--- config.mk ---
export PLATFORM = sky130hd
export DESIGN_NAME = fpsrs_addsub
export DESIGN_NICKNAME = d
export VERILOG_FILES = /design/src/hw/rtl/fpsrs_pkg.sv /design/src/hw/rtl/fpsrs_addsub.sv
export SDC_FILE = /design/constraint.sdc
export NUM_CORES = 1
export LEC_CHECK = 0
export BUFFER_PORTS_ARGS = -buffer_cell sky130_fd_sc_hd__buf_2
export CAP_MARGIN = 20
export CELL_PAD_IN_SITES_DETAIL_PLACEMENT = 1
export CELL_PAD_IN_SITES_GLOBAL_PLACEMENT = 1
export CORE_MARGIN = 4
export CORE_UTILIZATION = 35
export DETAILED_ROUTE_END_ITERATION = 8
export PLACE_DENSITY_LB_ADDON = 0.1
export SLEW_MARGIN = 10
export SYNTH_ARGS = -nofsm -noshare
export SYNTH_HDL_FRONTEND = slang
export SYNTH_SLANG_ARGS = --single-unit
--- constraint.sdc ---
create_clock -name vclk -period 5.3
set_input_delay 0.795 -clock vclk [all_inputs]
set_output_delay 0.795 -clock vclk [all_outputs]
set_load 0.02 [all_outputs]
--- src/hw/rtl/fpsrs_pkg.sv ---
// ----------------------------------------------------------------------------
// fpsrs_pkg
// Shared types and constants of the point-assign / range-sum core.
// ----------------------------------------------------------------------------
package fpsrs_pkg;

  localparam int IDX_W   = 11;
  localparam int VAL_W   = 32;
  localparam int NODE_W  = 42;
  localparam int S_DATA_W = 56;   // first_index, last_index, new_value, pad
  localparam int M_DATA_W = 48;   // range_total, pad

  localparam logic [IDX_W-1:0] SIZE_RESET = 11'd1024;

  localparam logic ACT_ASSIGN = 1'b0;
  localparam logic ACT_SUM    = 1'b1;

  typedef enum logic [7:0] {
    ST_CLEAR = 8'b0000_0001,
    ST_IDLE  = 8'b0000_0010,
    ST_LOAD  = 8'b0000_0100,
    ST_A_DLT = 8'b0000_1000,
    ST_A_ADD = 8'b0001_0000,
    ST_S_UP  = 8'b0010_0000,
    ST_S_DN  = 8'b0100_0000,
    ST_POST  = 8'b1000_0000
  } state_t;

  function automatic logic [NODE_W-1:0] sext_node(input logic [VAL_W-1:0] v);
    return {{(NODE_W-VAL_W){v[VAL_W-1]}}, v};
  endfunction

endpackage

--- src/hw/rtl/fpsrs_addsub.sv ---
// ----------------------------------------------------------------------------
// fpsrs_addsub
// Shared 42-bit add/subtract unit, used for deltas, node updates and sums.
// ----------------------------------------------------------------------------
module fpsrs_addsub
  import fpsrs_pkg::*;
(
  input  logic [NODE_W-1:0] a,
  input  logic [NODE_W-1:0] b,
  input  logic              sub,
  output logic [NODE_W-1:0] y
);

  assign y = sub ? (a - b) : (a + b);

endmodule

==> summary.md <==
| Metric | Value |
|---|---|
| Hold Crit Start | b[0] |
| Reg area | 0 sq um |
| I/O Buffers | about 130 |
| Mean Syn Cell Area | around 6.7 sq um |
| Die Height | 104 microns |
| Antenna-violating nets left | 0 |
| Vias in the first global route | 4,467 |
| Placed instance area | 0.00440 sq mm |
| Critical path required time | roughly 4.5 ns |
| CP max stage cell | o41ai_2 |
| Max-cap violation count | 0 |
| Die width | approximately 100 microns |
| HPWL after DPL | 11.1 mm |
| Hold Fails Final Rpt | 0 |
| Rows | 34 |
| TritonRoute pass-1 iters | 4 |
| Crit-path cells | buf_6, nor4_4, nand2_2, nor4_4, and4b_4, nor3b_4, nor2_2, xnor2_2, ha_4, buf_6, nand4_1, o21ba_4, o211ai_1, a31oi_2, a21oi_2, o41ai_2, buf_4, buf_6, xor2_1, buf_4 |
| First-pass GRT wire length | 21.5 mm |
| Most used cell, CP | buf_6 |
| Worst vdd rail ir drop | 0.124 mV |
| Nets | 800 |
| Clock buffer count | 0 |
| WL/cell | 17.8 microns |
| Initial Util | 36.3% |
| Worst Setup Path Type | input pin to primary output |
| Worst slew pin tran | between 0.6 and 0.7 ns |
| Hold_buf cts | 0 |
| Seq_cells | 0 |
| Crit path launch type | input pin |
| Fillcell total | 1,179 |
| Leak pwr | approximately 2.3 nW |
| Largest net degree at the start of global routing | 25 |
| Synth warnings | 0 |
| FMAX | roughly 190 MHz |
| Final Wtd Congestion | 0.926 |
| N_diodes | 0 |
| Max-slew headroom | between 50% and 60% |
| GR Overflow Total | 0 |
| Layout cells sized above 1 | 41.5% |
| Initial antenna violation count | 0 |
| Syn Inst Count | 478 |
| All-layer global routing usage | 23.2% |
| Netlist cell types | 50 |
| Final WS setup | -0.00747 ns |
| Arr. time, crit path | around 4.5 ns |
| CP Launch Point | b[3] |
| Via density | 5.41 |
| Area of the multi-input gates | ~0.0033 sq mm |
| Worst setup endpoint | y[36] |
| Area growth syn-to-layout | 51.6% |
| Final total power | ~0.0010 W |
| Final setup violation count | 2 |
| Largest stage delay, worst path | 0.40 ns |
| DRC Markers | 0 |
| Total die area | 0.0107 sq mm |
| Minimum clock period | 5.31 ns |
| Ports | between 100 and 150 |
| Failing checks | negative setup slack |
| Status | finished with violations |
| Post-place setup slack | -0.253 ns |
| Largest cells by area after synthesis | xnor2_1 17%, ha_1 16%, a21oi_1 12%, nor2_1 5.5%, xor2_1 5.2% |
| Post-Layout Inst Area | 0.00485 sq mm |
| Max FO, Critical Path | 3 |
| Register area share after synthesis | 0% |
| Routed WL | 13.8 mm |
| Fin crit share | 100% |
| Yosys top cell by area | xnor2_1 |
| DR vias | around 4,200 |
| Syn Nets | 606 |
| Unrepaired setup endpoints after global routing | yes |
| Max-slew violations | 0 |
| Hold crit path type | input pin to primary output |
| Initial DRC count | 114 |
| Cell Pwr Density | 211 mW/mm^2 |
| Post-synth design cell area | approximately 0.0032 sq mm |
| Synth top area share | approximately 17% |
| Util after Layout | 55.0% |
| Core Region | 0.00881 sq mm |
| Crit end category | primary output |
==> worst max-delay path, delay by kind of cell <==
kind,cells,cell delay [ns]
AO/OA/AOI/OAI,5,1.08
buffers and inverters,5,0.66
XOR/XNOR,2,0.31
AND/OR/NAND/NOR,7,1.40
adder cells (fa/ha/maj),1,0.30
==> Yosys cell counts (12+ instances only) <==
cell and n:
a21oi_1 74, xnor2_1 62, nor2_1 47, ha_1 42, nand2_1 30, o21ai_0 29
a21o_1 20, inv_1 20, xor2_1 19, clkbuf_1 18, nand3_1 13, nor3_1 12
==> layout by cell type, fill, tap and decap left out, types with 3 or more instances in the layout <==
cell / n
a21o_1: 20
a21oi_1: 55
a21oi_2: 19
a31oi_1: 3
buf_2: 116
buf_4: 91
buf_6: 4
ha_1: 39
inv_1: 20
nand2_1: 29
nand2b_1: 10
nand3_1: 11
nand4_1: 10
nor2_1: 39
nor2_2: 7
nor2b_1: 3
nor3_1: 9
nor3_2: 3
nor4_1: 6
o211ai_1: 6
o21a_1: 4
o21ai_0: 21
o21ai_1: 6
o21ai_2: 3
o21bai_1: 4
xnor2_1: 60
xor2_1: 19
==> per-layer routing <==
metal	vias to the layer above	GRT usage [%]	share of wire [%]
met3	24	1.99	3.9
met4	0	4.08	1.7
met2	111	43.7	52
li1	2116	-	-
met1	1959	29.0	43
met5	-	0	0
==> how the worst min path moves through the flow <==
stage           end  slack (ns)  cells after the start
6_report       y[0]        2.01                      4
5_1_grt        y[0]        2.05                      4
4_1_cts        y[0]        2.02                      4
3_5_place_dp   y[0]        2.02                      4
3_3_place_gp   y[0]        2.00                      4
2_1_floorplan  y[0]        1.77                      2
==> power by group <==
group          total [W]  switching, W  internal (W)
combinational    0.00102      0.000587      0.000433
sequential             0             0             0
clock                  0             0             0
total            0.00102      0.000587      0.000433
==> per-stage QoR <==
step | setup TNS, ns | instances | hold WS, ns
final | -0.0141 | 778 | 2.01
after CTS | 0 | 774 | 2.02
after global placement | -0.413 | 761 | 2.00
after floorplan | 0 | 478 | 1.77
after global routing | -1.04 | 778 | 2.05
after detailed placement | -1.38 | 761 | 2.02
==> timing repair <==
| action | in CTS | in global routing |
|---|---|---|
| endpoints found under the setup margin | 9 | 15 |
| buffers inserted | 14 | 5 |
| hold endpoints to repair | 0 | 0 |
| gates resized for setup | 22 | 62 |
| pin swaps | 9 | 31 |
==> cell families (layout without fill, tap and decap cells) <==
family | count (synthesis) | count (layout) | synth area share [%]
adders and majority gates | 43 | 43 | 17.1
xor gates and xnor gates | 81 | 81 | 22.2
and+or+nand+nor | 151 | 151 | 24.7
muxes | 1 | 1 | 0.313
AOI/OAI and AO/OA | 163 | 163 | 31.1
buffers and inverters | 39 | 231 | 4.62
==> final cells by class <==
type                       instances  area share, %
timing repair buffer             211           27.0
inverter                          20           1.55
multi-input combinational        439           68.7
tap                              108           2.79
Power figures use the tool's default switching activity.
